==> config.mk <==
export PLATFORM = sky130hd
export DESIGN_NAME = serial_frame_receiver_core
export DESIGN_NICKNAME = d
export VERILOG_FILES = /design/src/sv/sfr_pkg.sv /design/src/sv/sfr_ram.sv /design/src/sv/sfr_ctrl.sv /design/src/sv/sfr_dp.sv /design/src/sv/serial_frame_receiver_core.sv
export SDC_FILE = /design/constraint.sdc
export NUM_CORES = 1
export LEC_CHECK = 0
export BUFFER_PORTS_ARGS = -buffer_cell sky130_fd_sc_hd__buf_2
export CORE_MARGIN = 2
export CORE_UTILIZATION = 45
export DETAILED_ROUTE_END_ITERATION = 7
export GPL_TIMING_DRIVEN = 0
export PLACE_DENSITY = 0.71
export RECOVER_POWER = 100
export SLEW_MARGIN = 20
export SYNTH_ARGS = -nofsm -noshare
export SYNTH_HDL_FRONTEND = slang
export SYNTH_SLANG_ARGS = --single-unit
==> constraint.sdc <==
create_clock -name clk_i -period 7.7 [get_ports clk_i]
set_clock_uncertainty 0.05 [all_clocks]
set_input_delay 1.54 -clock clk_i [delete_from_list [all_inputs] [get_ports clk_i]]
set_output_delay 1.54 -clock clk_i [all_outputs]
set_load 0.02 [all_outputs]
==> src/sv/sfr_pkg.sv <==
// sfr_pkg: constants, enums and command/status structs for the serial frame receiver
// no dependencies
`default_nettype none

package sfr_pkg;

  localparam int unsigned MAX_PAIRS = 32;
  localparam int unsigned ADDR_W    = (MAX_PAIRS > 1) ? $clog2(MAX_PAIRS) : 1;
  localparam int unsigned WIDX_W    = (ADDR_W > 6) ? ADDR_W : 6;
  localparam int unsigned WIDX_SAT  = 63;
  localparam int unsigned TDATA_W   = 24;

  localparam logic [7:0] SYNC_A = 8'hFF;
  localparam logic [7:0] SYNC_B = 8'h7F;

  typedef enum logic [1:0] {
    FS_PAIR_OK  = 2'd0,
    FS_CSUM_ERR = 2'd1,
    FS_EMPTY    = 2'd2,
    FS_TOO_LONG = 2'd3
  } frame_status_e;

  typedef enum logic [2:0] {
    S_HUNT,
    S_SYNC,
    S_COUNT,
    S_BODY,
    S_READ,
    S_SEND
  } ctrl_state_e;

  typedef struct packed {
    logic ld_count;
    logic body_byte;
    logic frame_end;
    logic ld_verdict;
    logic rd_start;
    logic rd_next;
    logic ld_pair;
  } cmd_t;

  typedef struct packed {
    logic          is_sync_a;
    logic          is_sync_b;
    logic          body_done;
    frame_status_e verdict;
    logic          out_free;
    logic          rd_last;
  } stat_t;

endpackage

`default_nettype wire

==> src/sv/sfr_ram.sv <==
// sfr_ram: generic single write port, single read port ram with registered read
// no dependencies
`default_nettype none

module sfr_ram #(
  parameter int unsigned WIDTH = 8,
  parameter int unsigned DEPTH = 32,
  localparam int unsigned AW = (DEPTH > 1) ? $clog2(DEPTH) : 1
) (
  input  wire logic             clk_i,
  input  wire logic             we_i,
  input  wire logic [AW-1:0]    waddr_i,
  input  wire logic [WIDTH-1:0] wdata_i,
  input  wire logic [AW-1:0]    raddr_i,
  output logic      [WIDTH-1:0] rdata_o
);

  logic [WIDTH-1:0] mem_q [DEPTH];

  always_ff @(posedge clk_i) begin
    if (we_i) begin
      mem_q[waddr_i] <= wdata_i;
    end
    rdata_o <= mem_q[raddr_i];
  end

endmodule

`default_nettype wire

==> src/sv/sfr_ctrl.sv <==
// sfr_ctrl: sync hunt, frame body and result emission state machine
// depends on sfr_pkg
`default_nettype none

module sfr_ctrl (
  input  wire logic          clk_i,
  input  wire logic          rst_ni,
  input  wire logic          s_tvalid_i,
  output logic               s_tready_o,
  input  wire sfr_pkg::stat_t stat_i,
  output sfr_pkg::cmd_t      cmd_o
);
  import sfr_pkg::*;

  ctrl_state_e state_q, state_d;

  always_ff @(posedge clk_i or negedge rst_ni) begin
    if (!rst_ni) begin
      state_q <= S_HUNT;
    end else begin
      state_q <= state_d;
    end
  end

  always_comb begin
    state_d    = state_q;
    cmd_o      = '0;
    s_tready_o = 1'b0;
    case (state_q)
      S_HUNT: begin
        s_tready_o = 1'b1;
        if (s_tvalid_i && stat_i.is_sync_a) begin
          state_d = S_SYNC;
        end
      end
      S_SYNC: begin
        s_tready_o = 1'b1;
        if (s_tvalid_i) begin
          if (stat_i.is_sync_b) begin
            state_d = S_COUNT;
          end else if (stat_i.is_sync_a) begin
            state_d = S_SYNC;
          end else begin
            state_d = S_HUNT;
          end
        end
      end
      S_COUNT: begin
        s_tready_o = 1'b1;
        if (s_tvalid_i) begin
          cmd_o.ld_count = 1'b1;
          state_d        = S_BODY;
        end
      end
      S_BODY: begin
        s_tready_o = !stat_i.body_done || stat_i.out_free;
        if (s_tvalid_i && s_tready_o) begin
          if (stat_i.body_done) begin
            cmd_o.frame_end = 1'b1;
            if (stat_i.verdict == FS_PAIR_OK) begin
              cmd_o.rd_start = 1'b1;
              state_d        = S_READ;
            end else begin
              cmd_o.ld_verdict = 1'b1;
              state_d          = S_HUNT;
            end
          end else begin
            cmd_o.body_byte = 1'b1;
          end
        end
      end
      S_READ: begin
        state_d = S_SEND;
      end
      S_SEND: begin
        if (stat_i.out_free) begin
          cmd_o.ld_pair = 1'b1;
          if (stat_i.rd_last) begin
            state_d = S_HUNT;
          end else begin
            cmd_o.rd_next = 1'b1;
            state_d       = S_READ;
          end
        end
      end
      default: begin
        state_d = S_HUNT;
      end
    endcase
  end

endmodule

`default_nettype wire

==> src/sv/sfr_dp.sv <==
// sfr_dp: frame counters, checksum, pair stores and output register
// depends on sfr_pkg and sfr_ram
`default_nettype none

module sfr_dp (
  input  wire logic                         clk_i,
  input  wire logic                         rst_ni,
  input  wire logic [7:0]                   s_tdata_i,
  input  wire sfr_pkg::cmd_t                cmd_i,
  output sfr_pkg::stat_t                    stat_o,
  output logic                              m_tvalid_o,
  input  wire logic                         m_tready_i,
  output logic [sfr_pkg::TDATA_W-1:0]       m_tdata_o,
  output logic [1:0]                        m_tuser_o,
  output logic                              m_tlast_o
);
  import sfr_pkg::*;

  localparam logic [7:0]        MAX_PAIRS_B = 8'(MAX_PAIRS);
  localparam logic [WIDX_W-1:0] MAX_IDX     = WIDX_W'(MAX_PAIRS);
  localparam logic [WIDX_W-1:0] IDX_SAT     = WIDX_W'(WIDX_SAT);

  logic [8:0]        bytes_left_q, bytes_left_d;
  logic [7:0]        pair_total_q, pair_total_d;
  logic [7:0]        sum_q, sum_d;
  logic              param_half_q, param_half_d;
  logic [WIDX_W-1:0] widx_q, widx_d;
  logic [ADDR_W-1:0] rd_idx_q, rd_idx_d;

  logic              out_valid_q;
  logic [1:0]        out_status_q;
  logic [7:0]        out_cmd_q;
  logic [7:0]        out_par_q;
  logic [4:0]        out_idx_q;
  logic              out_last_q;

  logic              store_ok;
  logic              we_cmd, we_par;
  logic [7:0]        cmd_rdata, par_rdata;
  frame_status_e     verdict;

  assign store_ok = (pair_total_q <= MAX_PAIRS_B) && (widx_q < MAX_IDX);
  assign we_cmd   = cmd_i.body_byte && store_ok && !param_half_q;
  assign we_par   = cmd_i.body_byte && store_ok && param_half_q;

  always_comb begin
    if (pair_total_q > MAX_PAIRS_B) begin
      verdict = FS_TOO_LONG;
    end else if (sum_q != s_tdata_i) begin
      verdict = FS_CSUM_ERR;
    end else if (pair_total_q == 8'd0) begin
      verdict = FS_EMPTY;
    end else begin
      verdict = FS_PAIR_OK;
    end
  end

  always_comb begin
    stat_o.is_sync_a = (s_tdata_i == SYNC_A);
    stat_o.is_sync_b = (s_tdata_i == SYNC_B);
    stat_o.body_done = (bytes_left_q <= 9'd1);
    stat_o.verdict   = verdict;
    stat_o.out_free  = !out_valid_q || m_tready_i;
    stat_o.rd_last   = (8'(rd_idx_q) == (pair_total_q - 8'd1));
  end

  always_comb begin
    bytes_left_d = bytes_left_q;
    pair_total_d = pair_total_q;
    sum_d        = sum_q;
    param_half_d = param_half_q;
    widx_d       = widx_q;
    rd_idx_d     = rd_idx_q;
    if (cmd_i.ld_count) begin
      pair_total_d = s_tdata_i;
      sum_d        = SYNC_A + SYNC_B + s_tdata_i;
      bytes_left_d = {s_tdata_i, 1'b1};
      param_half_d = 1'b0;
      widx_d       = '0;
    end
    if (cmd_i.body_byte) begin
      sum_d        = sum_q + s_tdata_i;
      bytes_left_d = bytes_left_q - 9'd1;
      param_half_d = !param_half_q;
      if (param_half_q && (widx_q < IDX_SAT)) begin
        widx_d = widx_q + 1'b1;
      end
    end
    if (cmd_i.frame_end) begin
      bytes_left_d = '0;
      param_half_d = 1'b0;
      widx_d       = '0;
    end
    if (cmd_i.rd_start) begin
      rd_idx_d = '0;
    end
    if (cmd_i.rd_next) begin
      rd_idx_d = rd_idx_q + 1'b1;
    end
  end

  always_ff @(posedge clk_i or negedge rst_ni) begin
    if (!rst_ni) begin
      bytes_left_q <= '0;
      pair_total_q <= '0;
      sum_q        <= '0;
      param_half_q <= 1'b0;
      widx_q       <= '0;
      rd_idx_q     <= '0;
    end else begin
      bytes_left_q <= bytes_left_d;
      pair_total_q <= pair_total_d;
      sum_q        <= sum_d;
      param_half_q <= param_half_d;
      widx_q       <= widx_d;
      rd_idx_q     <= rd_idx_d;
    end
  end

  sfr_ram #(
    .WIDTH(8),
    .DEPTH(MAX_PAIRS)
  ) u_cmd_ram (
    .clk_i  (clk_i),
    .we_i   (we_cmd),
    .waddr_i(widx_q[ADDR_W-1:0]),
    .wdata_i(s_tdata_i),
    .raddr_i(rd_idx_q),
    .rdata_o(cmd_rdata)
  );

  sfr_ram #(
    .WIDTH(8),
    .DEPTH(MAX_PAIRS)
  ) u_par_ram (
    .clk_i  (clk_i),
    .we_i   (we_par),
    .waddr_i(widx_q[ADDR_W-1:0]),
    .wdata_i(s_tdata_i),
    .raddr_i(rd_idx_q),
    .rdata_o(par_rdata)
  );

  // output register
  always_ff @(posedge clk_i or negedge rst_ni) begin
    if (!rst_ni) begin
      out_valid_q <= 1'b0;
    end else if (cmd_i.ld_verdict || cmd_i.ld_pair) begin
      out_valid_q <= 1'b1;
    end else if (m_tready_i) begin
      out_valid_q <= 1'b0;
    end
  end

  always_ff @(posedge clk_i) begin
    if (cmd_i.ld_verdict) begin
      out_status_q <= verdict;
      out_cmd_q    <= '0;
      out_par_q    <= '0;
      out_idx_q    <= '0;
      out_last_q   <= 1'b1;
    end else if (cmd_i.ld_pair) begin
      out_status_q <= FS_PAIR_OK;
      out_cmd_q    <= cmd_rdata;
      out_par_q    <= par_rdata;
      out_idx_q    <= 5'(rd_idx_q);
      out_last_q   <= stat_o.rd_last;
    end
  end

  assign m_tvalid_o = out_valid_q;
  assign m_tdata_o  = {3'b000, out_idx_q, out_par_q, out_cmd_q};
  assign m_tuser_o  = out_status_q;
  assign m_tlast_o  = out_last_q;

endmodule

`default_nettype wire

==> src/sv/serial_frame_receiver_core.sv <==
// serial_frame_receiver_core: top level of the sync/count/checksum frame receiver
// depends on sfr_pkg, sfr_ctrl, sfr_dp (which uses sfr_ram)
//
//   channel  dir  tdata                                        tuser       tlast
//   s_axis   in   [7:0] rx_byte                                -           -
//   m_axis   out  [7:0] command [15:8] parameter_res           [1:0]       last_result
//                 [20:16] pair_index [23:21] zero              status
//
// one cycle per received byte while s_axis_tready is high; the checksum byte of a frame with a bad sum,
// no pairs or too many pairs yields one result from the output register
// a good frame then emits its pairs one by one, each by a registered ram read
// then an output register load; s_axis_tready is low for that whole stretch
// the checksum byte waits while the output register is full and stalled
// reset clears control state only; the pair stores need no clearing pass
`default_nettype none

module serial_frame_receiver_core (
  input  wire logic        clk_i,
  input  wire logic        rst_ni,
  input  wire logic        s_axis_tvalid,
  output logic             s_axis_tready,
  input  wire logic [7:0]  s_axis_tdata,   // [7:0] rx_byte
  output logic             m_axis_tvalid,
  input  wire logic        m_axis_tready,
  output logic [23:0]      m_axis_tdata,   // [7:0] command, [15:8] parameter_res, [20:16] pair_index
  output logic [1:0]       m_axis_tuser,   // [1:0] status
  output logic             m_axis_tlast    // last_result
);
  import sfr_pkg::*;

  cmd_t  cmd;
  stat_t stat;

  sfr_ctrl u_ctrl (
    .clk_i     (clk_i),
    .rst_ni    (rst_ni),
    .s_tvalid_i(s_axis_tvalid),
    .s_tready_o(s_axis_tready),
    .stat_i    (stat),
    .cmd_o     (cmd)
  );

  sfr_dp u_dp (
    .clk_i     (clk_i),
    .rst_ni    (rst_ni),
    .s_tdata_i (s_axis_tdata),
    .cmd_i     (cmd),
    .stat_o    (stat),
    .m_tvalid_o(m_axis_tvalid),
    .m_tready_i(m_axis_tready),
    .m_tdata_o (m_axis_tdata),
    .m_tuser_o (m_axis_tuser),
    .m_tlast_o (m_axis_tlast)
  );

  a_load_needs_room: assert property (@(posedge clk_i) disable iff (!rst_ni)
    (cmd.ld_pair || cmd.ld_verdict) |-> stat.out_free)
    else $error("output register loaded while full");

  a_verdict_shown: assert property (@(posedge clk_i) disable iff (!rst_ni)
    cmd.ld_verdict |=> (m_axis_tvalid && m_axis_tlast && m_axis_tuser != FS_PAIR_OK))
    else $error("status-only result not presented");

  a_last_pair_shown: assert property (@(posedge clk_i) disable iff (!rst_ni)
    (cmd.ld_pair && stat.rd_last) |=> (m_axis_tvalid && m_axis_tlast))
    else $error("final pair not marked last");

  a_no_input_while_emitting: assert property (@(posedge clk_i) disable iff (!rst_ni)
    (cmd.rd_start || cmd.rd_next) |=> !s_axis_tready)
    else $error("input accepted during pair emission");

endmodule

`default_nettype wire
==> results of run 1 <==
==> metal layers <==
layer | track usage (%) | routed length [µm]
met5 | 0 | 0
met4 | 4.896 | 954
met3 | 4.846 | 4916
met2 | 32.54 | 26250
met1 | 28.34 | 22060
==> registers in the layout (all words and copies together) (netlist names) <==
name / flops
u_dp.m_tvalid_o: 1
u_dp.rd_idx_q: 5
u_dp.bytes_left_q: 9
u_dp.u_cmd_ram.mem_q: 256
u_dp.widx_q: 6
u_dp.u_par_ram.rdata_o: 8
u_ctrl.state_q: 3
u_dp.pair_total_q: 8
u_dp.out_idx_q: 5
u_dp.param_half_q: 1
u_dp.u_cmd_ram.rdata_o: 8
u_dp.m_tlast_o: 1
u_dp.sum_q: 8
u_dp.out_cmd_q: 8
u_dp.u_par_ram.mem_q: 256
u_dp.m_tuser_o: 2
u_dp.out_par_q: 8
==> worst min-delay path, cell delays in order, from the launching register on <==
cell and delay, ns:
dfxtp_1 0.30, nand2_1 0.05, a21oi_1 0.05
==> layout make-up <==
class / count / area, µm² / share of cell area (%)
sequential: 593 / 17220 / 64.94
multi-input combinational: 588 / 6041 / 22.78
clock buffer: 82 / 1630 / 6.147
tap: 688 / 860.8 / 3.246
buffer: 67 / 326.6 / 1.231
clock inverter: 25 / 211.5 / 0.7973
timing repair buffer: 39 / 170.2 / 0.6416
inverter: 15 / 56.30 / 0.2123
antenna: 1 / 2.502 / 0.009436
==> power by group <==
part,internal (mW),switching [mW],leakage [nW],total [mW]
sequential,3.55,0.0620,5.47,3.61
combinational,0.155,0.253,1.90,0.408
clock,1.57,1.18,0.903,2.75
==> worst max-delay path by stage <==
| stage | slack (ns) | cells past startpoint | to |
|---|---|---|---|
| 6_report | 2.07 | 8 | u_dp.out_idx_q[1] |
| 5_1_grt | 1.79 | 8 | u_dp.out_idx_q[1] |
| 4_1_cts | 3.24 | 8 | u_dp.out_idx_q[1] |
| 3_5_place_dp | 2.61 | 8 | u_dp.out_idx_q[1] |
| 3_3_place_gp | 2.71 | 8 | u_dp.out_idx_q[2] |
| 2_1_floorplan | 4.07 | 2 | s_axis_tready |
==> kinds of logic after synthesis <==
logic type | after synthesis
fa+ha+maj | 17
other cells | 1
simple gates | 269
xor+xnor | 22
mux | 177
flops | 593
buf+inv | 82
compound gates | 100
==> metrics by stage <==
stage	worst slack, ns	hold WS, ns	util, %
floorplan	4.072	0.3674	-
global placement	2.706	0.3745	47.31
detailed placement	2.612	0.3818	47.38
CTS	3.241	0.3945	50.91
global route	1.793	0.4082	50.77
finish	2.067	0.3947	50.77
==> placed cells by master, fill, tap and decap left out, types with 11 or more instances in the layout <==
cell type  instances
o21ai_0           18
clkbuf_1          89
buf_4             12
xnor2_1           15
clkbuf_8          11
nand2_1           98
clkbuf_16         57
nand3_1           17
nor2_1            95
edfxtp_1         514
mux4_2           160
inv_1             13
a21oi_1           40
dfxtp_1           38
ha_1              16
dfrtp_1           41
mux2_1            11
==> results.py, run 1 <==
metrics = {
    "logic_synthesis": {
        "postSynthCellCount": 1261,
        "yosys.area_share.simple_pct": 5.183,
        "yosysTopAreaCell": "edfxtp_1",
        "synth_fa_ha_area_share_pct": 0.9308,
        "yosys_register_bits": 593,
        "synth_mux_area_share_pct": 16.03,
        "avgSynthCellArea_um2": 18.76,
        "synth-xor-area-share_pct": 0.8144,
        "synth.most_common_cell": "edfxtp_1",
        "synth_top_family_by_area": "multiplexers",
        "synth_area_leaders": "edfxtp_1 65%, mux4_2 15%, dfrtp_1 4.3%",
        "ys_types": 63,
        "synth_flop_cell": "edfxtp_1",
        "synth_compound_area_share_pct": 2.613,
        "async_flop_share_pct": 6.914,
        "ys_seq_area_share_pct": 72.79,
        "synth_common_cells": "514 x edfxtp_1, 160 x mux4_2, 98 x nand2_1",
        "synth.top_cell.area_share_pct": 65.24,
        "syn_area_um2": 23660,
        "synth_edf_count": 514,
        "ys_warn_count": 0,
    },
    "detailed_routing": {
        "drt-initial-drc-count": 1288,
        "ant_nets": 0,
        "first_pass_iters": 5,
        "wire_per_inst_um": 25.83,
        "vias": 12239,
        "drc_errors": 0,
        "viasPerCell": 5.834,
        "drt_wl_total_um": 54190,
    },
    "setup_path": {
        "crit_chain": "clkbuf_1 > ha_1 > nor3_1 > nand4_1 > nor3b_1 > nor2_1 > clkbuf_1 > a21oi_1",
        "worstSetupStartpoint": "s_axis_tdata[0]",
        "path_buf_inv": 2,
        "crit_slowest_cell": "clkbuf_1",
        "path_max_fanout": 67,
        "reg2regPathDepth": 8,
        "crit_path_end_kind": "flip-flop",
        "worstSetupPathType": "in -> reg",
        "crit_family": "buffers and inverters",
        "cp-start-kind": "input pin",
        "r2r_slack_ns": 3.58,
        "reg2reg_from": "u_dp.pair_total_q[0]",
        "cp_slowest_stage_delay_ns": 2.18,
        "worstPathRequired_ns": 8.19,
        "worst_path_most_repeated_cell": "clkbuf_1",
        "rr_endpoint": "u_dp.u_par_ram.mem_q[4][3]",
        "worst_ep_arrival_time_ns": 6.12,
    },
    "grt": {
        "grt_pass1_vias": 12094,
        "grt_max_degree": 72,
        "grt_use_total_pct": 20.32,
        "antenna_found_initial": 0,
        "grt_overflow": 0,
        "grt_pass1_wl_um": 79730,
    },
    "layout": {
        "finalInstanceArea_um2": 26520,
        "final_cells": 2098,
        "fin_nets": 1390,
        "synthToLayoutAreaGrowth_pct": 12.09,
        "drive_above_1_share_pct": 20.09,
        "fillers": 4102,
    },
    "power_and_ir_drop": {
        "power.density_nw_per_um2": 255.5,
        "leakagePower_nw": 8.275,
        "p_total_mw": 6.777,
        "ir_drop_mv": 0.1837,
    },
    "place": {
        "gp_congestion": 0.8384,
        "numPortBuffers": 37,
        "dpl.cell_count": 1990,
        "dp_hpwl_um": 34520,
        "place_area_um2": 24750,
    },
    "clock_tree": {
        "path_clk_slew_ns": 0.06,
        "cts_hold_buf": 0,
        "root_buffer": "clkbuf_16",
        "ctsResizeCount": 0,
        "cts_tree": "yes",
        "clockBufferDepth": 3,
        "htree_levels": 2,
        "cts_buffers": 57,
        "clock_latency_ns": 0.62,
        "cts_setup_buffers": 0,
        "clock-sinks": 593,
    },
    "hold_path": {
        "worstHoldPathCells": 2,
        "worstHoldStart": "u_dp.u_par_ram.rdata_o[6]",
        "hold_class": "reg -> reg",
        "hold_path_end": "u_dp.out_par_q[6]",
    },
    "floorplan": {
        "die_area_um2": 54430,
        "start_util_pct": 45.29,
        "die_y_um": 233.3,
        "io_pins": 41,
        "die_x_um": 233.3,
        "coreArea_um2": 52240,
        "rows": 84,
    },
    "timing": {
        "slew_viol_final": 176,
        "fmax_ghz": 0.1775,
        "hold_violations": 0,
        "tns_ns": 0,
        "tightest_slew_ns": 3.161,
        "period_needed_ns": 5.633,
        "rsz0062_at_grt": "no",
        "finalSetupViolCount": 0,
        "slew_headroom_pct": -110.8,
        "finalCritPeriodShare_pct": 73.15,
    },
    "outcome": {
        "outcome": "complete, but fails checks",
        "violations": "max-capacitance violations, max-slew violations",
    },
    "flow_run": {
        "maxCapViolCount": 3,
    },
}
No activity file was read; power rests on OpenSTA's default activity.
==> run 2: changes to the inputs <==
==> constraint.sdc (replaced) <==
create_clock -name clk_i -period 5.8 [get_ports clk_i]
set_clock_uncertainty 0.05 [all_clocks]
set_input_delay 1.16 -clock clk_i [delete_from_list [all_inputs] [get_ports clk_i]]
set_output_delay 1.16 -clock clk_i [all_outputs]
set_load 0.02 [all_outputs]
==> results.py, run 2 (synthesis results as in run 1) <==
metrics = {
    "power_and_ir_drop": {
        "pwr-share-comb_pct": 6.0,
        "p_total_mw": 8.994,
        "power_frac_clock_pct": 40.7,
        "internal-power_mw": 7.003,
        "swShare_pct": 22.13,
        "seqPwrFrac_pct": 53.3,
        "p_sw_mw": 1.991,
        "power.density_nw_per_um2": 339.1,
        "ir_drop_mv": 0.2442,
        "leakagePower_nw": 8.282,
    },
    "floorplan": {
        "io_pins": 41,
        "rows": 84,
        "die_area_um2": 54430,
        "die_y_um": 233.3,
        "coreArea_um2": 52240,
        "die_x_um": 233.3,
        "start_util_pct": 45.29,
    },
    "place": {
        "gp_congestion": 0.8384,
        "dpl.cell_count": 1990,
        "dp_hpwl_um": 34520,
        "numPortBuffers": 37,
    },
    "timing": {
        "finalSetupViolCount": 0,
        "tns_ns": 0,
        "slew_viol_final": 52,
        "hold_violations": 0,
        "rsz0062_at_grt": "no",
        "fmax_ghz": 0.2423,
        "tightest_slew_ns": 2.345,
        "slew_headroom_pct": -56.32,
        "period_needed_ns": 4.128,
        "finalCritPeriodShare_pct": 71.17,
    },
    "clock_tree": {
        "cts_buffers": 57,
        "clock-sinks": 593,
        "htree_levels": 2,
        "clock_latency_ns": 0.62,
        "cts_setup_buffers": 0,
        "clockBufferDepth": 3,
        "cts_hold_buf": 0,
        "path_clk_slew_ns": 0.06,
        "cts_tree": "yes",
        "root_buffer": "clkbuf_16",
        "ctsResizeCount": 0,
    },
    "layout": {
        "drive_above_1_share_pct": 20.16,
        "fillers": 4101,
        "synthToLayoutAreaGrowth_pct": 12.10,
        "fin_nets": 1390,
        "layout_commonest_cell": "edfxtp_1",
        "mostFrequentLayoutCells": "514 x edfxtp_1, 160 x mux4_2, 98 x nand2_1",
        "final_cells": 2098,
        "top_regs": "u_dp.u_cmd_ram.mem_q (256), u_dp.u_par_ram.mem_q (256), u_dp.bytes_left_q (9)",
        "seq_area_um2": 17220,
        "multi_input_area_um2": 6035,
    },
    "setup_path": {
        "crit_chain": "inv_1 > ha_1 > or4b_1 > nand2_1 > nand2_1 > nor4b_1 > nand2_1 > nor2_1",
        "path_max_fanout": 8,
        "crit_family": "simple AND/OR/NAND/NOR gates",
        "worstPathRequired_ns": 5.98,
        "cp_slowest_stage_delay_ns": 0.86,
        "worst_ep_arrival_time_ns": 4.31,
        "r2r_slack_ns": 1.67,
        "cp-start-kind": "flip-flop",
        "path_buf_inv": 1,
        "crit_path_end_kind": "flip-flop",
        "worst_path_most_repeated_cell": "nand2_1",
        "worstSetupPathType": "reg -> reg",
        "crit_slowest_cell": "nor2_1",
    },
    "detailed_routing": {
        "drt_wl_total_um": 54160,
        "viasPerCell": 5.837,
        "wire_per_inst_um": 25.82,
        "vias": 12245,
        "ant_nets": 0,
        "drc_errors": 0,
        "first_pass_iters": 6,
        "drt-initial-drc-count": 1254,
    },
    "flow_run": {
        "maxCapViolCount": 2,
    },
    "outcome": {
        "violations": "max-capacitance violations, max-slew violations",
        "outcome": "complete, but fails checks",
    },
    "hold_path": {
        "hold_class": "reg -> reg",
    },
    "grt": {
        "grt_use_total_pct": 20.32,
        "grt_overflow": 0,
        "grt_max_degree": 72,
        "grt_pass1_vias": 12094,
        "grt_pass1_wl_um": 79730,
        "antenna_found_initial": 0,
    },
}
run 2: cell count changes in the layout (fill, tap and decap cells not counted):
cell,delta
nor4_1,+1
buf_4,+2
clkbuf_1,-2
nor4_2,-1
run 2: stage by stage:
| step | util (%) | cell area (µm²) | hold slack (ns) | setup slack [ns] |
|---|---|---|---|---|
| 2_1_floorplan | - | 23670 | 0.3674 | 2.611 |
| 3_3_place_gp | 47.31 | 24710 | 0.3745 | 1.186 |
| 3_5_place_dp | 47.38 | 24750 | 0.3818 | 1.092 |
| 4_1_cts | 50.91 | 26590 | 0.3945 | 1.721 |
| 5_1_grt | 50.77 | 26520 | 0.4082 | 1.447 |
| 6_report | 50.77 | 26520 | 0.3947 | 1.672 |
run 2: routing by layer:
| metal | track usage [%] | routed length, µm | up-vias |
|---|---|---|---|
| met5 | 0 | 0 | - |
| met4 | 4.896 | 916 | 0 |
| met3 | 4.846 | 4969 | 63 |
| met2 | 32.54 | 26210 | 554 |
| met1 | 28.34 | 22070 | 6381 |
| li1 | - | - | 5247 |
run 2: worst paths after layout:
check,start,end,cells after the start
min,u_dp.u_par_ram.rdata_o[6],u_dp.out_par_q[6],2
max in group asynchronous,rst_ni,u_dp.pair_total_q[1],1
max,u_dp.pair_total_q[0],u_dp.u_par_ram.mem_q[4][3],8
min reg2reg,u_dp.u_par_ram.rdata_o[6],u_dp.out_par_q[6],2
max reg2reg,u_dp.pair_total_q[0],u_dp.u_par_ram.mem_q[4][3],8
min in group asynchronous,rst_ni,u_dp.sum_q[2],1
run 2: power groups by stage:
| stage | sequential (mW) | combinational [mW] | clock, mW |
|---|---|---|---|
| floorplan | 4.86 | 0.381 | 0 |
| detailed placement | 4.88 | 0.544 | 0 |
| global placement | 4.88 | 0.525 | 0 |
| CTS | 4.79 | 0.547 | 3.69 |
| global route | 4.80 | 0.599 | 3.85 |
| finish | 4.79 | 0.543 | 3.66 |
run 2: cell type report:
type	count	share of cell area, %
inverter	15	0.2123
multi-input combinational	588	22.75
clock inverter	25	0.7973
clock buffer	82	6.147
sequential	593	64.93
antenna	1	0.009435
buffer	67	1.231
tap	688	3.246
timing repair buffer	39	0.6699
run 2: tightest hold or removal path, stage by stage, from the launching register on:
cell and delay [ns]:
dfxtp_1 0.30, nand2_1 0.05, a21oi_1 0.05
==> run 3: changes to the inputs <==
--- a/config.mk
+++ b/config.mk
@@ -10,7 +10,7 @@
 export CORE_UTILIZATION = 45
 export DETAILED_ROUTE_END_ITERATION = 7
 export GPL_TIMING_DRIVEN = 0
-export PLACE_DENSITY = 0.71
+export PLACE_DENSITY = 0.74
 export RECOVER_POWER = 100
 export SLEW_MARGIN = 20
 export SYNTH_ARGS = -nofsm -noshare
==> constraint.sdc (replaced) <==
create_clock -name clk_i -period 3.7 [get_ports clk_i]
set_clock_uncertainty 0.05 [all_clocks]
set_input_delay 0.74 -clock clk_i [delete_from_list [all_inputs] [get_ports clk_i]]
set_output_delay 0.74 -clock clk_i [all_outputs]
set_load 0.02 [all_outputs]
==> results.py, run 3 (synthesis results as in run 1) <==
metrics = {
    "outcome": {
        "outcome": "complete, but fails checks",
        "violations": "max-capacitance violations, max-slew violations, negative setup slack",
    },
    "layout": {
        "fillers": 4049,
        "finalInstanceArea_um2": 26760,
        "layout_commonest_cell": "edfxtp_1",
        "synthToLayoutAreaGrowth_pct": 13.12,
        "antennaDiodeCount": 0,
        "fin_nets": 1390,
        "drive_above_1_share_pct": 24.56,
        "top_regs": "u_dp.u_cmd_ram.mem_q (256), u_dp.u_par_ram.mem_q (256), u_dp.bytes_left_q (9)",
        "mostFrequentLayoutCells": "514 x edfxtp_1, 160 x mux4_2, 98 x nand2_1",
        "postLayoutCoreUtil_pct": 51.24,
    },
    "floorplan": {
        "io_pins": 41,
        "die_y_um": 233.3,
        "coreArea_um2": 52240,
        "start_util_pct": 45.29,
        "rows": 84,
        "die_x_um": 233.3,
        "die_area_um2": 54430,
    },
    "place": {
        "gp_congestion": 0.8202,
        "numPortBuffers": 37,
        "dp_hpwl_um": 34040,
        "dpl_worst_slack_ns": -0.5990,
        "place_area_um2": 24790,
    },
    "detailed_routing": {
        "drt_wl_total_um": 53220,
        "first_pass_iters": 7,
        "wire_per_inst_um": 25.38,
        "drc_errors": 0,
        "vias": 12373,
        "ant_nets": 0,
        "viasPerCell": 5.900,
        "drt-initial-drc-count": 1347,
    },
    "setup_path": {
        "r2r_slack_ns": -0.001,
        "cp-start-kind": "flip-flop",
        "rr_endpoint": "u_dp.u_cmd_ram.mem_q[16][7]",
        "worst_path_most_repeated_cell": "nand2_1",
        "crit_chain": "ha_1 > o21bai_1 > nand4_1 > nand2_1 > nor4_2 > nand2_1 > nor2_1",
        "crit_slowest_cell": "nor2_1",
        "reg2reg_from": "u_dp.bytes_left_q[0]",
        "worst_ep_arrival_time_ns": 3.88,
        "crit_path_end_kind": "flip-flop",
        "cp_slowest_stage_delay_ns": 0.79,
        "worstSetupPathType": "reg -> reg",
        "reg2regPathDepth": 7,
        "path_max_fanout": 9,
        "worstPathRequired_ns": 3.88,
    },
    "timing": {
        "finalCritPeriodShare_pct": 100.0,
        "fmax_ghz": 0.2702,
        "rsz0062_at_grt": "yes",
        "slew_viol_final": 42,
        "setup_ws_ns": -0.001283,
        "slew_headroom_pct": -55.24,
        "hold_violations": 0,
        "tightest_slew_ns": 2.329,
        "finalSetupViolCount": 1,
        "period_needed_ns": 3.701,
    },
    "grt": {
        "grt_use_total_pct": 19.97,
        "grt_pass1_vias": 12305,
        "grt_pass1_wl_um": 79250,
        "grt_overflow": 0,
        "antenna_found_initial": 1,
        "grt_max_degree": 72,
    },
    "power_and_ir_drop": {
        "leakagePower_nw": 8.319,
        "power.density_nw_per_um2": 530.7,
        "p_total_mw": 14.20,
        "ir_drop_mv": 0.4514,
    },
    "clock_tree": {
        "clock_latency_ns": 0.62,
        "path_clk_slew_ns": 0.07,
        "clockBufferDepth": 3,
        "cts_buffers": 56,
        "cts_hold_buf": 0,
        "htree_levels": 2,
        "clock-sinks": 593,
        "cts_tree": "yes",
        "root_buffer": "clkbuf_16",
    },
    "hold_path": {
        "worstHoldPathCells": 2,
        "hold_class": "reg -> reg",
        "hold_path_end": "u_dp.out_par_q[2]",
        "worstHoldStart": "u_dp.u_par_ram.rdata_o[2]",
    },
    "flow_run": {
        "maxCapViolCount": 1,
    },
}
-- run 3: cell count changes in the layout (fill, tap and decap cells not counted), moves of 3 or more --
cell / before / now
clkbuf_1: 87 / 79
clkinv_4: 0 / 3
mux2_2: 5 / 8
nor2_1: 95 / 48
clkbuf_8: 11 / 4
nor2_2: 1 / 47
inv_4: 0 / 4
mux2_1: 11 / 8
-- run 3: layout make-up --
type                       instances  area, µm²  share of cell area, %
timing repair buffer              40      219.0                 0.8181
tap                              688      860.8                  3.216
clock inverter                    36      342.8                  1.281
clock buffer                      70       1536                  5.741
sequential                       593      17220                  64.35
buffer                            67      327.8                  1.225
multi-input combinational        588       6198                  23.16
inverter                          15      56.30                 0.2104
-- run 3: critical path: cells and delay by family, from the launching register on --
kind	cells	cell delay (ns)
AO/OA/AOI/OAI	1	0.16
adder cells (fa/ha/maj)	1	0.22
flip-flops	1	0.45
AND/OR/NAND/NOR	5	2.41
-- run 3: metal layers --
layer / GRT usage, % / part of all wire [%] / vias to the layer above
met3: 4.248 / 9.2 / 97
met5: 0 / 0.026 / -
met1: 27.85 / 40 / 6374
met4: 6.230 / 2.6 / 2
met2: 31.70 / 48 / 649
li1: - / - / 5251
-- run 3: stage by stage --
step                setup TNS, ns  hold slack [ns]  instances
detailed placement         -17.81           0.3794       1991
CTS                             0           0.2480       2097
global placement           -11.51           0.3822       1988
finish                  -0.001283           0.3941       2097
floorplan                       0           0.3674       1263
global route               -8.177           0.4069       2097
-- run 3: where the power goes --
part | switching, mW | internal [mW] | leakage [nW] | total (mW)
combinational | 0.549 | 0.329 | 1.92 | 0.878
sequential | 0.126 | 7.39 | 5.47 | 7.51
clock | 2.49 | 3.32 | 0.922 | 5.81
-- run 3: worst max path at each step --
stage	start	end	slack, ns	cells after the start
finish	u_dp.bytes_left_q[0]	u_dp.u_cmd_ram.mem_q[16][7]	-0.001	7
global route	u_dp.bytes_left_q[0]	u_dp.u_cmd_ram.mem_q[16][7]	-0.17	7
CTS	s_axis_tdata[5]	u_dp.out_par_q[6]	0.05	8
detailed placement	s_axis_tdata[5]	u_dp.out_par_q[6]	-0.60	8
global placement	s_axis_tdata[1]	u_dp.out_par_q[3]	-0.51	8
floorplan	u_dp.pair_total_q[0]	u_dp.u_cmd_ram.mem_q[15][0]	0.87	7
-- run 3: timing repair --
item                                    in CTS  in global routing
setup buffers                                0                  0
endpoints found under the setup margin       0                355
resized for setup                            0                 49
